File: src/jmep_pkg.sv
// shared types, codes and constants of the jpeg marker extent parser
// used by every module of the block; no dependencies

package jmep_pkg;

    localparam int QUEUE_DEPTH_DEF = 4;

    localparam logic [7:0] BYTE_00  = 8'h00;
    localparam logic [7:0] BYTE_01  = 8'h01;
    localparam logic [7:0] BYTE_FF  = 8'hFF;
    localparam logic [7:0] BYTE_SOI = 8'hD8;
    localparam logic [7:0] BYTE_EOI = 8'hD9;
    localparam logic [7:0] BYTE_SOS = 8'hDA;
    localparam logic [7:0] BYTE_SOF0 = 8'hC0;
    localparam logic [7:0] BYTE_SOF1 = 8'hC1;
    localparam logic [7:0] BYTE_RST0 = 8'hD0;
    localparam logic [7:0] BYTE_RST7 = 8'hD7;

    localparam logic [31:0] POS_MAX = 32'hFFFF_FFFF;

    // extent walker states
    localparam logic [3:0] EX_IDLE  = 4'd0;
    localparam logic [3:0] EX_HDR1  = 4'd1;
    localparam logic [3:0] EX_SCAN  = 4'd2;
    localparam logic [3:0] EX_FF    = 4'd3;
    localparam logic [3:0] EX_LHI   = 4'd4;
    localparam logic [3:0] EX_LLO   = 4'd5;
    localparam logic [3:0] EX_SKIP  = 4'd6;
    localparam logic [3:0] EX_SLHI  = 4'd7;
    localparam logic [3:0] EX_SLLO  = 4'd8;
    localparam logic [3:0] EX_SSKIP = 4'd9;
    localparam logic [3:0] EX_ECS   = 4'd10;
    localparam logic [3:0] EX_ECSFF = 4'd11;

    // geometry walker states
    localparam logic [3:0] GM_IDLE  = 4'd0;
    localparam logic [3:0] GM_HDR1  = 4'd1;
    localparam logic [3:0] GM_SCAN  = 4'd2;
    localparam logic [3:0] GM_FF    = 4'd3;
    localparam logic [3:0] GM_LHI   = 4'd4;
    localparam logic [3:0] GM_LLO   = 4'd5;
    localparam logic [3:0] GM_SKIP  = 4'd6;
    localparam logic [3:0] GM_SOFHI = 4'd7;
    localparam logic [3:0] GM_SOFLO = 4'd8;
    localparam logic [3:0] GM_SOFP  = 4'd9;
    localparam logic [3:0] GM_H1    = 4'd10;
    localparam logic [3:0] GM_H2    = 4'd11;
    localparam logic [3:0] GM_W1    = 4'd12;
    localparam logic [3:0] GM_W2    = 4'd13;
    localparam logic [3:0] GM_DONE  = 4'd14;

    // geometry verdict
    localparam logic [1:0] GR_PENDING = 2'd0;
    localparam logic [1:0] GR_OK      = 2'd1;
    localparam logic [1:0] GR_FAIL    = 2'd2;

    // extent step outcome
    localparam logic [1:0] EXR_MORE = 2'd0;
    localparam logic [1:0] EXR_EOI  = 2'd1;
    localparam logic [1:0] EXR_FAIL = 2'd2;

    // report status
    localparam logic [1:0] ST_PAGE     = 2'd0;
    localparam logic [1:0] ST_NO_GEOM  = 2'd1;
    localparam logic [1:0] ST_NOT_FOUND = 2'd2;

    typedef struct packed {
        logic [7:0] data_byte;
        logic       first_byte;
        logic       last_byte;
    } byte_beat_t;

    typedef struct packed {
        logic [1:0]  status;
        logic [31:0] length;
        logic [15:0] width;
        logic [15:0] height;
    } rpt_beat_t;

    typedef struct packed {
        logic [7:0] data_byte;
        logic       first_byte;
        logic       last_byte;
        logic       is_00;
        logic       is_01;
        logic       is_ff;
        logic       is_soi;
        logic       is_eoi;
        logic       is_sos;
        logic       is_sof;
        logic       is_rst;
    } byte_cls_t;

endpackage

File: src/jmep_front.sv
// front end: accepts byte beats and tags each byte with its marker class
// depends on jmep_pkg; feeds jmep_queue

module jmep_front
(
    input  logic                   byte_valid,
    input  jmep_pkg::byte_beat_t   byte_data,
    output logic                   byte_stall,
    input  logic                   q_full,
    output logic                   q_push,
    output jmep_pkg::byte_cls_t    q_item
);

    logic [7:0] b;

    assign b          = byte_data.data_byte;
    assign byte_stall = q_full;
    assign q_push     = byte_valid && !q_full;

    always_comb
    begin
        q_item.data_byte  = b;
        q_item.first_byte = byte_data.first_byte;
        q_item.last_byte  = byte_data.last_byte;
        q_item.is_00      = (b == jmep_pkg::BYTE_00);
        q_item.is_01      = (b == jmep_pkg::BYTE_01);
        q_item.is_ff      = (b == jmep_pkg::BYTE_FF);
        q_item.is_soi     = (b == jmep_pkg::BYTE_SOI);
        q_item.is_eoi     = (b == jmep_pkg::BYTE_EOI);
        q_item.is_sos     = (b == jmep_pkg::BYTE_SOS);
        q_item.is_sof     = (b == jmep_pkg::BYTE_SOF0) || (b == jmep_pkg::BYTE_SOF1);
        q_item.is_rst     = (b >= jmep_pkg::BYTE_RST0) && (b <= jmep_pkg::BYTE_RST7);
    end

endmodule

File: src/jmep_queue.sv
// short queue of classified bytes between front and back
// depends on jmep_pkg; DEPTH of at least 2

module jmep_queue
#(
    parameter int DEPTH = jmep_pkg::QUEUE_DEPTH_DEF
)
(
    input  logic                 clk,
    input  logic                 rst_n,
    input  logic                 push,
    input  jmep_pkg::byte_cls_t  push_item,
    output logic                 full,
    input  logic                 pop,
    output logic                 valid,
    output jmep_pkg::byte_cls_t  item
);

    localparam int PTR_W = $clog2(DEPTH);
    localparam int CNT_W = $clog2(DEPTH + 1);

    jmep_pkg::byte_cls_t slot_reg [DEPTH];
    logic [PTR_W-1:0] wr_ptr_reg, wr_ptr_next;
    logic [PTR_W-1:0] rd_ptr_reg, rd_ptr_next;
    logic [CNT_W-1:0] count_reg, count_next;
    logic             do_pop;

    assign full   = (count_reg == CNT_W'(DEPTH));
    assign valid  = (count_reg != '0);
    assign item   = slot_reg[rd_ptr_reg];
    assign do_pop = pop && valid;

    always_comb
    begin
        wr_ptr_next = wr_ptr_reg;
        rd_ptr_next = rd_ptr_reg;
        count_next  = count_reg;
        if (push)
        begin
            wr_ptr_next = (wr_ptr_reg == PTR_W'(DEPTH - 1)) ? '0 : wr_ptr_reg + 1'b1;
        end
        if (do_pop)
        begin
            rd_ptr_next = (rd_ptr_reg == PTR_W'(DEPTH - 1)) ? '0 : rd_ptr_reg + 1'b1;
        end
        if (push && !do_pop)
        begin
            count_next = count_reg + 1'b1;
        end
        else if (!push && do_pop)
        begin
            count_next = count_reg - 1'b1;
        end
    end

    always_ff @(posedge clk or negedge rst_n)
    begin
        if (!rst_n)
        begin
            wr_ptr_reg <= '0;
            rd_ptr_reg <= '0;
            count_reg  <= '0;
        end
        else
        begin
            wr_ptr_reg <= wr_ptr_next;
            rd_ptr_reg <= rd_ptr_next;
            count_reg  <= count_next;
        end
    end

    always_ff @(posedge clk)
    begin
        if (push)
        begin
            slot_reg[wr_ptr_reg] <= push_item;
        end
    end

endmodule

File: src/jmep_back.sv
// back end: extent and geometry walkers plus the report register
// depends on jmep_pkg; drains jmep_queue

module jmep_back
(
    input  logic                 clk,
    input  logic                 rst_n,
    input  logic                 q_valid,
    input  jmep_pkg::byte_cls_t  q_item,
    output logic                 q_pop,
    output logic                 rpt_valid,
    output jmep_pkg::rpt_beat_t  rpt_data,
    input  logic                 rpt_stall
);

    logic        busy_reg, busy_next;
    logic [3:0]  ex_mode_reg, ex_mode_next;
    logic [31:0] pos_reg, pos_next;
    logic [15:0] ex_rem_reg, ex_rem_next;
    logic [3:0]  gm_mode_reg, gm_mode_next;
    logic [15:0] gm_rem_reg, gm_rem_next;
    logic [31:0] gm_end_reg, gm_end_next;
    logic [1:0]  gm_res_reg, gm_res_next;
    logic [15:0] fw_reg, fw_next;
    logic [15:0] fh_reg, fh_next;
    logic        out_valid_reg, out_valid_next;
    jmep_pkg::rpt_beat_t out_data_reg, out_data_next;

    jmep_pkg::byte_cls_t c;
    logic [7:0]  b;
    logic        take;
    logic        emit;
    logic [1:0]  r;
    logic [15:0] ex_seg;
    logic [15:0] gm_seg;
    logic [15:0] ex_dec;
    logic [15:0] gm_dec;
    logic [33:0] sof_end;
    logic [31:0] len;
    logic        ok;

    assign c      = q_item;
    assign b      = q_item.data_byte;
    assign take   = q_valid && (!out_valid_reg || !rpt_stall);
    assign q_pop  = take;
    assign ex_seg = ex_rem_reg | {8'h00, b};
    assign gm_seg = gm_rem_reg | {8'h00, b};
    assign ex_dec = ex_rem_reg - 16'd1;
    assign gm_dec = gm_rem_reg - 16'd1;

    always_comb
    begin
        busy_next    = busy_reg;
        ex_mode_next = ex_mode_reg;
        pos_next     = pos_reg;
        ex_rem_next  = ex_rem_reg;
        gm_mode_next = gm_mode_reg;
        gm_rem_next  = gm_rem_reg;
        gm_end_next  = gm_end_reg;
        gm_res_next  = gm_res_reg;
        fw_next      = fw_reg;
        fh_next      = fh_reg;
        r            = jmep_pkg::EXR_MORE;
        emit         = 1'b0;
        sof_end      = {2'b00, pos_next} + {18'd0, gm_seg} - 34'd1;
        len          = '0;
        ok           = 1'b0;
        out_data_next = out_data_reg;

        if (c.first_byte)
        begin
            busy_next    = 1'b1;
            ex_mode_next = jmep_pkg::EX_HDR1;
            pos_next     = '0;
            ex_rem_next  = '0;
            gm_rem_next  = '0;
            gm_end_next  = '0;
            fw_next      = '0;
            fh_next      = '0;
            if (c.is_ff)
            begin
                gm_mode_next = jmep_pkg::GM_HDR1;
                gm_res_next  = jmep_pkg::GR_PENDING;
            end
            else
            begin
                gm_mode_next = jmep_pkg::GM_DONE;
                gm_res_next  = jmep_pkg::GR_FAIL;
            end
        end
        else if (busy_reg)
        begin
            pos_next = (pos_reg == jmep_pkg::POS_MAX) ? pos_reg : pos_reg + 32'd1;
            sof_end  = {2'b00, pos_next} + {18'd0, gm_seg} - 34'd1;

            // geometry walker
            case (gm_mode_reg)
                jmep_pkg::GM_HDR1:
                begin
                    if (c.is_soi)
                    begin
                        gm_mode_next = jmep_pkg::GM_SCAN;
                    end
                    else
                    begin
                        gm_mode_next = jmep_pkg::GM_DONE;
                        gm_res_next  = jmep_pkg::GR_FAIL;
                    end
                end
                jmep_pkg::GM_SCAN:
                begin
                    if (c.is_ff)
                    begin
                        gm_mode_next = jmep_pkg::GM_FF;
                    end
                end
                jmep_pkg::GM_FF:
                begin
                    if (c.is_ff)
                    begin
                        gm_mode_next = gm_mode_reg;
                    end
                    else if (c.is_soi || c.is_01 || c.is_rst)
                    begin
                        gm_mode_next = jmep_pkg::GM_SCAN;
                    end
                    else if (c.is_sos)
                    begin
                        gm_mode_next = jmep_pkg::GM_DONE;
                        gm_res_next  = jmep_pkg::GR_FAIL;
                    end
                    else if (c.is_sof)
                    begin
                        gm_mode_next = jmep_pkg::GM_SOFHI;
                    end
                    else
                    begin
                        gm_mode_next = jmep_pkg::GM_LHI;
                    end
                end
                jmep_pkg::GM_LHI:
                begin
                    gm_rem_next  = {b, 8'h00};
                    gm_mode_next = jmep_pkg::GM_LLO;
                end
                jmep_pkg::GM_LLO:
                begin
                    if (gm_seg < 16'd2)
                    begin
                        gm_mode_next = jmep_pkg::GM_DONE;
                        gm_res_next  = jmep_pkg::GR_FAIL;
                    end
                    else
                    begin
                        gm_rem_next  = gm_seg - 16'd2;
                        gm_mode_next = (gm_seg == 16'd2) ? jmep_pkg::GM_SCAN
                                                         : jmep_pkg::GM_SKIP;
                    end
                end
                jmep_pkg::GM_SKIP:
                begin
                    gm_rem_next = gm_dec;
                    if (gm_dec == 16'd0)
                    begin
                        gm_mode_next = jmep_pkg::GM_SCAN;
                    end
                end
                jmep_pkg::GM_SOFHI:
                begin
                    gm_rem_next  = {b, 8'h00};
                    gm_mode_next = jmep_pkg::GM_SOFLO;
                end
                jmep_pkg::GM_SOFLO:
                begin
                    if (gm_seg < 16'd7)
                    begin
                        gm_mode_next = jmep_pkg::GM_DONE;
                        gm_res_next  = jmep_pkg::GR_FAIL;
                    end
                    else
                    begin
                        gm_end_next  = (sof_end[33:32] != 2'b00) ? jmep_pkg::POS_MAX
                                                                 : sof_end[31:0];
                        gm_mode_next = jmep_pkg::GM_SOFP;
                    end
                end
                jmep_pkg::GM_SOFP:
                begin
                    gm_mode_next = jmep_pkg::GM_H1;
                end
                jmep_pkg::GM_H1:
                begin
                    fh_next      = {b, 8'h00};
                    gm_mode_next = jmep_pkg::GM_H2;
                end
                jmep_pkg::GM_H2:
                begin
                    fh_next      = fh_reg | {8'h00, b};
                    gm_mode_next = jmep_pkg::GM_W1;
                end
                jmep_pkg::GM_W1:
                begin
                    fw_next      = {b, 8'h00};
                    gm_mode_next = jmep_pkg::GM_W2;
                end
                jmep_pkg::GM_W2:
                begin
                    fw_next      = fw_reg | {8'h00, b};
                    gm_mode_next = jmep_pkg::GM_DONE;
                    gm_res_next  = ((fw_next != 16'd0) && (fh_reg != 16'd0))
                                   ? jmep_pkg::GR_OK : jmep_pkg::GR_FAIL;
                end
                default:
                begin
                    gm_mode_next = gm_mode_reg;
                end
            endcase

            // extent walker
            case (ex_mode_reg)
                jmep_pkg::EX_HDR1:
                begin
                    ex_mode_next = jmep_pkg::EX_SCAN;
                end
                jmep_pkg::EX_SCAN:
                begin
                    if (c.is_ff)
                    begin
                        ex_mode_next = jmep_pkg::EX_FF;
                    end
                end
                jmep_pkg::EX_FF,
                jmep_pkg::EX_ECSFF:
                begin
                    if (c.is_eoi)
                    begin
                        r = jmep_pkg::EXR_EOI;
                    end
                    else if (c.is_ff)
                    begin
                        ex_mode_next = ex_mode_reg;
                    end
                    else if (c.is_rst)
                    begin
                        ex_mode_next = (ex_mode_reg == jmep_pkg::EX_FF) ? jmep_pkg::EX_SCAN
                                                                        : jmep_pkg::EX_ECS;
                    end
                    else if (c.is_00 && (ex_mode_reg == jmep_pkg::EX_ECSFF))
                    begin
                        ex_mode_next = jmep_pkg::EX_ECS;
                    end
                    else if (c.is_01)
                    begin
                        ex_mode_next = jmep_pkg::EX_SCAN;
                    end
                    else if (c.is_sos)
                    begin
                        ex_mode_next = jmep_pkg::EX_SLHI;
                    end
                    else
                    begin
                        ex_mode_next = jmep_pkg::EX_LHI;
                    end
                end
                jmep_pkg::EX_LHI:
                begin
                    ex_rem_next  = {b, 8'h00};
                    ex_mode_next = jmep_pkg::EX_LLO;
                end
                jmep_pkg::EX_SLHI:
                begin
                    ex_rem_next  = {b, 8'h00};
                    ex_mode_next = jmep_pkg::EX_SLLO;
                end
                jmep_pkg::EX_LLO,
                jmep_pkg::EX_SLLO:
                begin
                    if (ex_seg < 16'd2)
                    begin
                        r = jmep_pkg::EXR_FAIL;
                    end
                    else
                    begin
                        ex_rem_next = ex_seg - 16'd2;
                        if (ex_mode_reg == jmep_pkg::EX_LLO)
                        begin
                            ex_mode_next = (ex_seg == 16'd2) ? jmep_pkg::EX_SCAN
                                                             : jmep_pkg::EX_SKIP;
                        end
                        else
                        begin
                            ex_mode_next = (ex_seg == 16'd2) ? jmep_pkg::EX_ECS
                                                             : jmep_pkg::EX_SSKIP;
                        end
                    end
                end
                jmep_pkg::EX_SKIP,
                jmep_pkg::EX_SSKIP:
                begin
                    ex_rem_next = ex_dec;
                    if (ex_dec == 16'd0)
                    begin
                        ex_mode_next = (ex_mode_reg == jmep_pkg::EX_SKIP) ? jmep_pkg::EX_SCAN
                                                                          : jmep_pkg::EX_ECS;
                    end
                end
                jmep_pkg::EX_ECS:
                begin
                    if (c.is_ff)
                    begin
                        ex_mode_next = jmep_pkg::EX_ECSFF;
                    end
                end
                default:
                begin
                    ex_mode_next = ex_mode_reg;
                end
            endcase
        end

        // report
        len = (pos_next == jmep_pkg::POS_MAX) ? pos_next : pos_next + 32'd1;
        ok  = (gm_res_next == jmep_pkg::GR_OK) && (len >= gm_end_reg);
        if (c.first_byte || busy_reg)
        begin
            if (r == jmep_pkg::EXR_EOI)
            begin
                emit                 = 1'b1;
                out_data_next.status = ok ? jmep_pkg::ST_PAGE : jmep_pkg::ST_NO_GEOM;
                out_data_next.length = len;
                out_data_next.width  = ok ? fw_next : 16'd0;
                out_data_next.height = ok ? fh_next : 16'd0;
            end
            else if ((r == jmep_pkg::EXR_FAIL) || c.last_byte)
            begin
                emit                 = 1'b1;
                out_data_next.status = jmep_pkg::ST_NOT_FOUND;
                out_data_next.length = '0;
                out_data_next.width  = '0;
                out_data_next.height = '0;
            end
        end
        if (emit)
        begin
            busy_next    = 1'b0;
            ex_mode_next = jmep_pkg::EX_IDLE;
            gm_mode_next = jmep_pkg::GM_IDLE;
        end

        out_valid_next = out_valid_reg && rpt_stall;
        if (take && emit)
        begin
            out_valid_next = 1'b1;
        end
    end

    always_ff @(posedge clk or negedge rst_n)
    begin
        if (!rst_n)
        begin
            busy_reg      <= 1'b0;
            ex_mode_reg   <= jmep_pkg::EX_IDLE;
            pos_reg       <= '0;
            ex_rem_reg    <= '0;
            gm_mode_reg   <= jmep_pkg::GM_IDLE;
            gm_rem_reg    <= '0;
            gm_end_reg    <= '0;
            gm_res_reg    <= jmep_pkg::GR_PENDING;
            fw_reg        <= '0;
            fh_reg        <= '0;
            out_valid_reg <= 1'b0;
        end
        else
        begin
            out_valid_reg <= out_valid_next;
            if (take)
            begin
                busy_reg    <= busy_next;
                ex_mode_reg <= ex_mode_next;
                pos_reg     <= pos_next;
                ex_rem_reg  <= ex_rem_next;
                gm_mode_reg <= gm_mode_next;
                gm_rem_reg  <= gm_rem_next;
                gm_end_reg  <= gm_end_next;
                gm_res_reg  <= gm_res_next;
                fw_reg      <= fw_next;
                fh_reg      <= fh_next;
            end
        end
    end

    always_ff @(posedge clk)
    begin
        if (take && emit)
        begin
            out_data_reg <= out_data_next;
        end
    end

    assign rpt_valid = out_valid_reg;
    assign rpt_data  = out_data_reg;

    a_emit_needs_candidate: assert property (@(posedge clk) disable iff (!rst_n)
        take && emit |-> (busy_reg || c.first_byte))
        else $error("report without an open candidate");

    a_emit_closes: assert property (@(posedge clk) disable iff (!rst_n)
        take && emit |=> !busy_reg && (ex_mode_reg == jmep_pkg::EX_IDLE))
        else $error("candidate still open after report");

    a_busy_mode: assert property (@(posedge clk) disable iff (!rst_n)
        busy_reg |-> (ex_mode_reg != jmep_pkg::EX_IDLE) && (gm_mode_reg != jmep_pkg::GM_IDLE))
        else $error("open candidate with idle walker");

    a_page_geom: assert property (@(posedge clk) disable iff (!rst_n)
        out_valid_reg && (out_data_reg.status == jmep_pkg::ST_PAGE)
        |-> (out_data_reg.width != 16'd0) && (out_data_reg.height != 16'd0)
            && (out_data_reg.length >= 32'd2))
        else $error("page reported with empty geometry");

    a_not_found_zero: assert property (@(posedge clk) disable iff (!rst_n)
        out_valid_reg && (out_data_reg.status == jmep_pkg::ST_NOT_FOUND)
        |-> (out_data_reg.length == 32'd0))
        else $error("not-found report carries a length");

endmodule

File: src/jpeg_marker_extent_parser_core.sv
// top level of the jpeg marker extent parser: front, queue and back
// depends on jmep_pkg, jmep_front, jmep_queue and jmep_back
//
// usage
//   byte channel (byte_valid / byte_stall / byte_data): one buffer byte per
//   beat; first_byte marks the first SOI byte and opens a candidate,
//   last_byte marks the final byte of the buffer. bytes outside an open
//   candidate are dropped.
//   report channel (rpt_valid / rpt_stall / rpt_data): at most one beat per
//   candidate, carrying status, length and geometry, sent on EOI, on a bad
//   segment length or at the buffer end.
//   throughput: one byte per cycle while no report waits on rpt_stall, set by
//   the back end walkers, which take one queued byte per cycle.
//   report path: the byte that closes the candidate is first written into
//   the queue; the walkers load the report register as they take it, and
//   rpt_valid is driven from that register.
//   reset: queue empties, walkers go idle, no candidate is open.
//   receiver stall: a pending report holds in the report register and the
//   walkers take no byte while it waits; the queue of QUEUE_DEPTH bytes then
//   fills and raises byte_stall.

module jpeg_marker_extent_parser_core
#(
    parameter int QUEUE_DEPTH = jmep_pkg::QUEUE_DEPTH_DEF
)
(
    input  logic                 clk,
    input  logic                 rst_n,
    input  logic                 byte_valid,
    output logic                 byte_stall,
    input  jmep_pkg::byte_beat_t byte_data,
    output logic                 rpt_valid,
    input  logic                 rpt_stall,
    output jmep_pkg::rpt_beat_t  rpt_data
);

    logic                q_full;
    logic                q_push;
    jmep_pkg::byte_cls_t q_in;
    logic                q_pop;
    logic                q_valid;
    jmep_pkg::byte_cls_t q_out;

    jmep_front u_front
    (
        .byte_valid (byte_valid),
        .byte_data  (byte_data),
        .byte_stall (byte_stall),
        .q_full     (q_full),
        .q_push     (q_push),
        .q_item     (q_in)
    );

    jmep_queue #(.DEPTH(QUEUE_DEPTH)) u_queue
    (
        .clk       (clk),
        .rst_n     (rst_n),
        .push      (q_push),
        .push_item (q_in),
        .full      (q_full),
        .pop       (q_pop),
        .valid     (q_valid),
        .item      (q_out)
    );

    jmep_back u_back
    (
        .clk       (clk),
        .rst_n     (rst_n),
        .q_valid   (q_valid),
        .q_item    (q_out),
        .q_pop     (q_pop),
        .rpt_valid (rpt_valid),
        .rpt_data  (rpt_data),
        .rpt_stall (rpt_stall)
    );

endmodule

File: config.mk
export PLATFORM = sky130hd
export DESIGN_NAME = jpeg_marker_extent_parser_core
export DESIGN_NICKNAME = d
export VERILOG_FILES = /design/src/jmep_pkg.sv /design/src/jmep_front.sv /design/src/jmep_queue.sv /design/src/jmep_back.sv /design/src/jpeg_marker_extent_parser_core.sv
export SDC_FILE = /design/constraint.sdc
export NUM_CORES = 1
export LEC_CHECK = 0
export ABC_AREA = 0
export BUFFER_PORTS_ARGS = -buffer_cell sky130_fd_sc_hd__buf_2
export CAP_MARGIN = 20
export CORE_ASPECT_RATIO = 1.25
export CORE_UTILIZATION = 50
export DETAILED_ROUTE_END_ITERATION = 8
export PLACE_DENSITY = 0.69
export SLEW_MARGIN = 20
export SYNTH_ARGS = -nofsm -noshare
export SYNTH_HDL_FRONTEND = slang
export SYNTH_SLANG_ARGS = --single-unit
File: constraint.sdc
create_clock -name clk -period 6 [get_ports clk]
set_clock_uncertainty 0.2 [all_clocks]
set_input_delay 0.6 -clock clk [delete_from_list [all_inputs] [get_ports clk]]
set_output_delay 0.6 -clock clk [all_outputs]
set_load 0.05 [all_outputs]
==> metrics.md, run 1 <==
| Metric | Value |
|---|---|
| Post-Route M1 WL | `22,900 µm` |
| Worst slew margin | `2.12%` |
| TritonCTS buffer count | `31` |
| Initial core utilization | `slightly above 50%` |
| Max frequency | `around 0.16 GHz` |
| Final hold vios | `0` |
| Iteration-0 DRC Markers | `1,656` |
| Max FFs per register | `~70` |
| Crit Path Class | `register to register` |
| Max rail drop VDD | `~0.43 mV` |
| Simple-Gate Fraction of Synth Area | `around 22%` |
| Worst Hold Class | `input pin to register` |
| Number of synthesized register bits | `roughly 290` |
| Largest family of logic cells by synthesized area | `simple AND/OR/NAND/NOR gates` |
| H-tree depth | `1` |
| GPL Wtd Cong | `0.950` |
| Failing checks | `negative setup slack` |
| Total grt overflow | `0` |
| Max-cap viol count | `0` |
| Gr usage total | `29.8%` |
| Syn nets | `around 2,100` |
| Final Core Density | `between 60 and 70%` |
| Most common flop cell mapped by yosys | `dfrtp_1` |
| Mapped Cells | `2,062` |
| WL/cell | `between 20 and 25 µm` |
| Tmin final | `between 6 and 7 ns` |
| Register area share after synthesis | `between 40% and 50%` |
| CP Capture Type | `register` |
| Row cnt | `between 70 and 80` |
| I/O pin count | `around 80` |
| Synth area leader | `edfxtp_1` |
| Pwr dens | `roughly 440 nW/µm²` |
| Routed wire length | `just under 60,000 µm` |
| 1st-pass router iterations | `6` |
| Worst-path clk slew | `0.06 ns` |
| Final ANT Viol Nets | `0` |
| Initial antenna violation count | `0` |
| Yosys warns | `0` |
| Metal2 WL | `between 20,000 and 30,000 µm` |
| Status | `finished, violations left` |
| CP max stage cell | `or4_4` |
| Slew Limit Fails | `0` |
| Top Layer Used | `met4` |
| CTS tree | `yes` |
| Deepest clock path buffer count | `3` |
| Worst-Skew Late Latency | `~0.59 ns` |
| Post-synthesis cell area | `between 15,000 and 20,000 µm²` |
| Detail Route met3 WL | `around 3000 µm` |
| Area Overhead vs Synth | `24.8%` |
| Share of the synthesized area in the top cell type | `21.9%` |
| CP Launch Type | `register` |
| Die width | `176 µm` |
| Die Span Y | `~220 µm` |
| DRC errors left | `0` |
| Post-synthesis mux area share | `3.79%` |
| Crit path DAT | `around 6.3 ns` |
| Vias in the first global route | `around 17,000` |
| Synth Area in Compound Gates | `~17%` |
| Worst Tran Pin Value | `1.46 ns` |
| Fin worst setup slack | `-0.207 ns` |
| CP max stage delay | `approximately 0.62 ns` |
| Root buffer cell | `clkbuf_16` |
| Core Box Area | `37,300 µm²` |
| First-pass GRT wire length | `90,200 µm` |
| RSZ-0062 raised after global routing | `yes` |
| Largest net degree at the start of global routing | `93` |
| Worst Path Required | `around 6 ns` |
| XOR/XNOR Fraction of Synth Area | `slightly below 7%` |
| Mapped Avg Cell Area | `a little over 9 µm²` |
| Leak pwr | `~9.9 nW` |
| Async SR Flop Fraction | `about half` |
| Pwr Total | `roughly 10 mW` |
| Vias per std cell | `about 6` |
| Layout cells sized above 1 | `between 20% and 30%` |
| Die area | `~39,000 µm²` |
| Synthesized-area fraction occupied by adder cells | `between 4 and 5%` |
| ANT cells | `0` |
| Critical-path maximum fanout | `8` |
| Final nets | `2,404` |
| Post-DP HPWL | `~42,000 µm` |
| IO Port Bufs | `between 80 and 90` |
| Synth area leaders | `edfxtp_1 22%, dfrtp_1 19%, nand2_1 4.3%` |
| Yosys cell types | `between 90 and 100` |
| EDFF count, synth | `between 100 and 150` |
| TritonCTS sink count | `roughly 290` |
| # setup viols final | `32` |
| Crit share post-route | `103%` |
| Vias | `17,171` |
## power breakdown
group	internal [mW]	switching, mW
sequential	2.61	0.314
combinational	1.77	3.70
clock	1.16	0.828
total	5.55	4.85
## through the flow
| step | hold slack [ns] | cells | TNS [ns] | setup slack (ns) | area (µm²) |
|---|---|---|---|---|---|
| 6_report | 0.0417 | 2835 | -5.55 | -0.207 | 23600 |
| 5_1_grt | 0.0363 | 2835 | -16.07 | -0.417 | 23600 |
| 4_1_cts | 0.0180 | 2818 | -0.00216 | -0.00145 | 22700 |
| 3_5_place_dp | 0.273 | 2755 | -15.95 | -0.440 | 21400 |
| 3_3_place_gp | 0.264 | 2755 | -9.92 | -0.279 | 21400 |
| 2_1_floorplan | 0.104 | 2062 | 0 | 0.103 | 18900 |
## cell usage in the layout (no fill, tap or decap), types with 66 or more instances in the layout
cell,instances
buf_4,259
nand2_1,196
nor2_1,168
dfrtp_1,147
edfxtp_1,138
a21oi_1,108
o21ai_0,106
xnor2_1,87
buf_2,80
nor3_1,66
## cells by family after synthesis
group,count (synthesis)
buffers and inverters,199
AO/OA/AOI/OAI,478
multiplexers,48
AND/OR/NAND/NOR,839
XOR/XNOR,148
flip-flops,285
adder cells (fa/ha/maj),65
## critical path, delay by kind of cell, from the launching register on
kind                       cells  cell delay, ns
AOI/OAI and AO/OA              9            1.46
and+or+nand+nor               12            2.47
buffers and inverters          5            0.77
xor gates and xnor gates       1            0.33
adders and majority gates      1            0.32
DFF                            1            0.35
## synthesized netlist by cell type, drive strengths merged, types with 14 or more instances
| cell | instances |
|---|---|
| nand3 | 61 |
| or3 | 36 |
| a31oi | 20 |
| a21oi | 115 |
| nor3 | 105 |
| a21o | 14 |
| and2 | 17 |
| or2 | 16 |
| o21ai | 122 |
| nor4 | 33 |
| and3 | 17 |
| nand4 | 35 |
| buf | 43 |
| nand2 | 218 |
| mux4 | 17 |
| a22oi | 20 |
| nand2b | 28 |
| edfxtp | 138 |
| clkbuf | 89 |
| nor2b | 51 |
| xnor2 | 91 |
| mux2i | 22 |
| dfrtp | 147 |
| xor2 | 57 |
| o31ai | 23 |
| nor2 | 175 |
| a22o | 50 |
| ha | 63 |
| a211oi | 17 |
| o22ai | 17 |
| inv | 67 |
## worst paths after layout
kind | from | to | slack (ns) | cells past startpoint
max | u_back.pos_reg[28]$_DFFE_PN0P_ | u_back.rpt_data[5]$_SDFFCE_PN0P_ | -0.21 | 28
min | byte_data[0] | u_queue.slot_reg[3][8]$_DFFE_PP_ | 0.04 | 1
min reg2reg | u_back.gm_res_reg[1]$_DFFE_PN0P_ | u_back.gm_res_reg[1]$_DFFE_PN0P_ | 0.29 | 2
max reg2reg | u_back.pos_reg[28]$_DFFE_PN0P_ | u_back.rpt_data[5]$_SDFFCE_PN0P_ | -0.21 | 28
max in group asynchronous | rst_n | u_back.pos_reg[9]$_DFFE_PN0P_ | 3.77 | 3
min in group asynchronous | rst_n | u_back.ex_rem_reg[13]$_DFFE_PN0P_ | 0.47 | 2
## metal layers
layer  track usage (%)  vias to the layer above
li1                  -                     8082
met1              35.7                     8304
met2              53.5                      611
met3              2.65                      174
met4              14.7                        0
met5                 0                        -
## timing repair
item,CTS,global route
pin swaps,9,102
hold buffers,1,0
endpoints found under the setup margin,65,65
cloned,1,3
resized for setup,38,153
endpoints found under the hold margin,91,0
setup buffers,4,16
## layout make-up
class	instances	area, µm²
clock buffer	38	832
clock inverter	19	224
fill	3063	13700
inverter	67	251
multi-input combinational	1578	11100
sequential	285	7820
tap	486	608
timing repair buffer	362	2720
Note: power is estimated with default switching activity, not from simulation.
==> inputs of run 2 (changes only) <==
--- a/config.mk
+++ b/config.mk
@@ -9,9 +9,9 @@
 export BUFFER_PORTS_ARGS = -buffer_cell sky130_fd_sc_hd__buf_2
 export CAP_MARGIN = 20
 export CORE_ASPECT_RATIO = 1.25
-export CORE_UTILIZATION = 50
+export CORE_UTILIZATION = 60
 export DETAILED_ROUTE_END_ITERATION = 8
-export PLACE_DENSITY = 0.69
+export PLACE_DENSITY = 0.78
 export SLEW_MARGIN = 20
 export SYNTH_ARGS = -nofsm -noshare
 export SYNTH_HDL_FRONTEND = slang
==> constraint.sdc (replaced) <==
create_clock -name clk -period 7.59 [get_ports clk]
set_clock_uncertainty 0.2 [all_clocks]
set_input_delay 0.759 -clock clk [delete_from_list [all_inputs] [get_ports clk]]
set_output_delay 0.759 -clock clk [all_outputs]
set_load 0.05 [all_outputs]
==> metrics.md, run 2 (synthesized netlist as in run 1, its figures left out) <==
| Metric | Value |
|---|---|
| Fin worst setup slack | `0.257 ns` |
| Worst slew margin | `between 20 and 30%` |
| Crit share post-route | `96.6%` |
| Layout cells sized above 1 | `between 10% and 20%` |
| Die area | `about 32,000 µm²` |
| Clock Power Share | `a little under a fifth` |
| Worst Tran Pin Value | `~1.1 ns` |
| I/O pin count | `just over 80` |
| Worst Hold Class | `input pin to async pin` |
| Initial core utilization | `slightly above 60%` |
| # setup viols final | `0` |
| Multi-input gate area | `between 10,000 and 15,000 µm²` |
| H-tree depth | `1` |
| Post-Place Cells | `between 2,000 and 2,500` |
| Post-DP HPWL | `roughly 38,000 µm` |
| Setup TNS | `0 ns` |
| Final nets | `2,164` |
| CP Launch Type | `register` |
| Row cnt | `between 70 and 80` |
| Root buffer cell | `clkbuf_16` |
| Largest net degree at the start of global routing | `79` |
| Fill cells | `approximately 2,500` |
| Dpl cell area | `between 15,000 and 20,000 µm²` |
| Pre-CTS setup slack | `around 0.35 ns` |
| DRC errors left | `0` |
| Reg2Reg Setup Slack | `roughly 0.26 ns` |
| Max frequency | `0.136 GHz` |
| Total grt overflow | `0` |
| CTS tree | `yes` |
| Gr usage total | `~33%` |
| Max-cap viol count | `0` |
| Post-Layout Cell Count | `approximately 2,500` |
| Failing checks | `negative hold slack` |
| TritonCTS sink count | `about 290` |
| Leak pwr | `roughly 8 nW` |
| Cts hold-fix bufs | `0` |
| Switching share of power | `between 40% and 50%` |
| Postcts setup bufs | `0` |
| CP Capture Type | `register` |
| Worst Path Required | `a little under 8 ns` |
| Initial antenna violation count | `0` |
| Slew Limit Fails | `0` |
| Crit Path Class | `register to register` |
| GPL Wtd Cong | `between 0.9 and 1` |
| ANT cells | `0` |
| Status | `finished, violations left` |
| 1st-pass router iterations | `6` |
| Commonest non-fill, non-tap cell in the layout | `nand2_1` |
| Max FFs per register | `slightly above 70` |
| Routed wire length | `~53,000 µm` |
| Core Box Area | `~31,000 µm²` |
| Register area | `~8000 µm²` |
| Critical-path maximum fanout | `32` |
| WL/cell | `between 20 and 25 µm` |
| Hold_ws | `-0.0128 ns` |
| Deepest clock path buffer count | `3` |
| Vias | `16,195` |
| Die Span Y | `between 200 and 250 µm` |
| Comb power frac | `between 50% and 60%` |
| Final hold vios | `3` |
| Worst-path clk slew | `around 0.070 ns` |
| Design area | `20,500 µm²` |
| Die width | `approximately 160 µm` |
| Vias per std cell | `between 6 and 7` |
| Worst-Skew Late Latency | `between 0.5 and 0.6 ns` |
| Final ANT Viol Nets | `0` |
| Pwr Total | `7.63 mW` |
| Share of power burned in registers | `30.6%` |
| Max rail drop VDD | `around 0.27 mV` |
| IO Port Bufs | `81` |
| Area Overhead vs Synth | `8.63%` |
| Iteration-0 DRC Markers | `1,667` |
| Final Core Density | `between 60% and 70%` |
| Psw | `about 3.6 mW` |
| RSZ-0062 raised after global routing | `no` |
| Tmin final | `between 7 and 8 ns` |
| Path depth of the worst reg2reg path | `25` |
| First-pass GRT wire length | `83,700 µm` |
| Commonest non-fill, non-tap cells in the layout | `218 x nand2_1, 174 x nor2_1, 147 x dfrtp_1` |
| Vias in the first global route | `15,737` |
| Pwr dens | `about 370 nW/µm²` |
| TritonCTS buffer count | `29` |
| Crit path DAT | `between 7 and 8 ns` |
| Internal | `around 4 mW` |
-- run 2: changes by cell type in the layout (fill, tap and decap cells not counted), moves of 7 or more --
| cell | change |
|---|---|
| nor3_2 | -18 |
| nand2_2 | -19 |
| buf_6 | -8 |
| nor3_1 | +38 |
| nor3_4 | -20 |
| o21ai_0 | +8 |
| nand2_1 | +22 |
| buf_12 | -7 |
| buf_4 | -217 |
-- run 2: per-layer routing --
layer | vias up | wire (µm) | global-route usage [%]
met5 | - | 0 | 0
met3 | 176 | 3040 | 3.80
met2 | 704 | 26500 | 57.3
li1 | 7622 | - | -
met1 | 7693 | 20800 | 39.8
met4 | 0 | 2630 | 16.3
-- run 2: area by class of cell --
type	instances	area share, %
tap	407	2.48
clock buffer	36	3.66
clock inverter	18	0.804
inverter	67	1.22
timing repair buffer	124	3.60
multi-input combinational	1578	50.1
sequential	285	38.1
-- run 2: what timing repair did --
action,CTS,global route
endpoints found under the setup margin,0,4
resized for setup,0,2
endpoints found under the hold margin,0,0
-- run 2: power by group through the flow --
stage	Sequential, mW	Clock, mW	Combinational, mW
final	2.33	1.40	3.89
after floorplan	2.84	0	2.21
after CTS	2.33	1.42	3.83
after detailed placement	2.36	0	3.82
after global routing	2.38	1.47	4.15
after global placement	2.35	0	3.75
-- run 2: critical path: stages (launching register included) --
cell	delay, ns
dfrtp_1	0.50
ha_1	0.26
and2_1	0.37
and4_1	0.63
nand4b_1	0.33
or3_1	0.41
a221oi_1	0.35
nand4_1	0.24
a2111oi_1	0.38
buf_4	0.21
nor3b_4	0.35
mux2_2	0.41
ha_1	0.28
a21o_1	0.11
a21o_1	0.11
a21o_1	0.10
a21o_1	0.10
a21oi_1	0.05
o21ai_0	0.31
nand3_1	0.12
and3_1	0.19
o31ai_1	0.28
buf_4	0.18
nand3_1	0.09
buf_4	0.29
nor3_1	0.27
-- run 2: path summary, 6_finish.rpt --
check                                                      start                                 to
max in group asynchronous                                  rst_n  u_back.gm_end_reg[10]$_DFFE_PN0P_
worst max register to register     u_back.pos_reg[0]$_DFFE_PN0P_  u_back.rpt_data[19]$_SDFFCE_PN0P_
worst min-delay path                                       rst_n   u_back.ex_rem_reg[1]$_DFFE_PN0P_
worst max-delay path               u_back.pos_reg[0]$_DFFE_PN0P_  u_back.rpt_data[19]$_SDFFCE_PN0P_
worst min register to register  u_back.gm_res_reg[1]$_DFFE_PN0P_   u_back.gm_res_reg[1]$_DFFE_PN0P_
min in group clk                                    byte_data[0]   u_queue.slot_reg[2][8]$_DFFE_PP_
==> inputs of run 3 (changes only) <==
--- a/config.mk
+++ b/config.mk
@@ -8,10 +8,10 @@
 export ABC_AREA = 0
 export BUFFER_PORTS_ARGS = -buffer_cell sky130_fd_sc_hd__buf_2
 export CAP_MARGIN = 20
-export CORE_ASPECT_RATIO = 1.25
-export CORE_UTILIZATION = 60
+export CORE_ASPECT_RATIO = 0.7
+export CORE_MARGIN = 3
+export CORE_UTILIZATION = 30
 export DETAILED_ROUTE_END_ITERATION = 8
-export PLACE_DENSITY = 0.78
 export SLEW_MARGIN = 20
 export SYNTH_ARGS = -nofsm -noshare
 export SYNTH_HDL_FRONTEND = slang
==> metrics.md, run 3 (synthesized netlist as in run 1, its figures left out) <==
| Metric | Value |
|---|---|
| Vias in the first global route | `around 16,000` |
| Layout cells sized above 1 | `about an eighth` |
| Leak pwr | `between 8 and 9 nW` |
| Worst Hold Class | `input pin to async pin` |
| Commonest non-fill, non-tap cell in the layout | `nand2_1` |
| CTS tree | `yes` |
| WL/cell | `between 20 and 25 µm` |
| 1st-pass router iterations | `6` |
| Final hold vios | `0` |
| H-tree depth | `1` |
| Crit Path Class | `register to register` |
| Design area | `approximately 21,000 µm²` |
| Worst-path clk slew | `~0.070 ns` |
| Worst Path Required | `slightly below 8 ns` |
| Initial antenna violation count | `3` |
| GPL Wtd Cong | `between 0.9 and 1` |
| CP delay by family, top | `simple AND/OR/NAND/NOR gates` |
| Pwr Total | `just under 8 mW` |
| Status | `complete, no violations` |
| I/O pin count | `82` |
| Pwr dens | `roughly 370 nW/µm²` |
| Slew Limit Fails | `0` |
| Worst slew margin | `between 30% and 40%` |
| Worst Tran Pin Value | `0.992 ns` |
| Worst-Skew Late Latency | `roughly 0.59 ns` |
| Max frequency | `between 0.1 and 0.15 GHz` |
| Die width | `306 µm` |
| CP Capture Type | `register` |
| Final ANT Viol Nets | `0` |
| RSZ-0062 raised after global routing | `no` |
| Cts hold-fix bufs | `0` |
| CP max stage cell | `or4_4` |
| ANT cells | `0` |
| First-pass GRT wire length | `~93,000 µm` |
| Tmin final | `around 7 ns` |
| Largest net degree at the start of global routing | `86` |
| Sum of buffers and inverters on the critical path | `3` |
| TritonCTS sink count | `approximately 290` |
| Total grt overflow | `0` |
| Initial core utilization | `between 30% and 40%` |
| Deepest clock path buffer count | `3` |
| Die Span Y | `216 µm` |
| Post-Layout Cell Count | `between 2,000 and 3,000` |
| Max-cap viol count | `0` |
| Die area | `66,100 µm²` |
| Vias | `roughly 16,000` |
| Root buffer cell | `clkbuf_16` |
| TritonCTS buffer count | `29` |
| Final nets | `about 2,200` |
| Iteration-0 DRC Markers | `between 1,500 and 2,000` |
| Max rail drop VDD | `roughly 0.32 mV` |
| CP Launch Type | `register` |
| Area Overhead vs Synth | `12.4%` |
| Post-Place Cells | `2,881` |
| Crit share post-route | `a little over 90%` |
| Vias per std cell | `5.55` |
| Routed wire length | `59,200 µm` |
| CP max stage delay | `0.68 ns` |
| Crit path DAT | `7.17 ns` |
| Critical-path maximum fanout | `32` |
| DRC errors left | `0` |
| # setup viols final | `0` |
| Dpl cell area | `a little over 20,000 µm²` |
| Max FFs per register | `72` |
| Setup TNS | `0 ns` |
| Gr usage total | `between 10% and 20%` |
| Post-DP HPWL | `between 40,000 and 50,000 µm` |
| Row cnt | `76` |
| IO Port Bufs | `between 80 and 90` |
| Hold_ws | `0.0150 ns` |
| Commonest non-fill, non-tap cells in the layout | `218 x nand2_1, 174 x nor2_1, 146 x dfrtp_1` |
| Core Box Area | `just over 60,000 µm²` |
run 3: path summary, 6_finish.rpt:
check	from	end	slack [ns]	cells past startpoint
worst max-delay path	u_back.pos_reg[18]$_DFFE_PN0P_	u_back.rpt_data[3]$_SDFFCE_PN0P_	0.52	26
worst min-delay path	rst_n	u_back.ex_rem_reg[15]$_DFFE_PN0P_	0.02	1
worst max register to register	u_back.pos_reg[18]$_DFFE_PN0P_	u_back.rpt_data[3]$_SDFFCE_PN0P_	0.52	26
worst min register to register	u_queue.count_reg[2]$_DFFE_PN0P_	u_queue.count_reg[2]$_DFFE_PN0P_	0.30	1
max in group asynchronous	rst_n	u_back.pos_reg[17]$_DFFE_PN0P_	5.56	2
min in group clk	byte_data[0]	u_queue.slot_reg[3][8]$_DFFE_PP_	0.19	1
run 3: cell type report:
type,instances,area (µm²)
clock buffer,38,769
clock inverter,16,233
fill,6321,40700
inverter,67,251
multi-input combinational,1578,10300
sequential,285,7820
tap,819,1020
timing repair buffer,134,835
run 3: metal layers:
layer  global-route usage, %  wire length [µm]  share of wire [%]  vias up
met2                    24.6             24100                 41      650
li1                        -                 -                  -     7641
met4                    3.53              1140                1.9        2
met1                    27.1             29000                 49     7949
met3                    4.06              5060                8.5       71
met5                       0                 7              0.012        -
run 3: power breakdown:
group	internal [mW]	switching, mW
clock network	0.891	0.660
logic	1.15	2.83
registers	2.06	0.279
total	4.11	3.77
run 3: repair_timing:
action	4_1_cts	5_1_grt
setup buffers	0	2
endpoints found under the setup margin	0	64
resized for setup	0	9
run 3: per-stage QoR:
| step | utilization [%] | setup slack (ns) |
|---|---|---|
| floorplan | - | 1.58 |
| CTS | 34.2 | 0.177 |
| finish | 34.3 | 0.519 |
| global placement | 32.6 | 0.334 |
| detailed placement | 32.6 | 0.209 |
| global route | 34.3 | 0.0884 |
run 3: worst register-to-register path: stages, from the launching register on:
cell and delay [ns]:
dfrtp_1 0.60, nand4_4 0.22, or4_4 0.68, buf_4 0.21
o311ai_2 0.51, o21ai_0 0.15, a21oi_1 0.31, nand2_1 0.12
or4b_4 0.61, nor2_1 0.21, nand3b_1 0.21, nor4_1 0.29
xor2_1 0.32, ha_1 0.31, nor2b_1 0.14, o21ai_0 0.14
nand2b_1 0.08, a21oi_1 0.14, nor2b_1 0.06, o21ai_0 0.17
nand2b_1 0.09, a21oi_1 0.20, o31ai_1 0.11, buf_4 0.18
nand3_1 0.09, buf_4 0.33, nor3_1 0.12
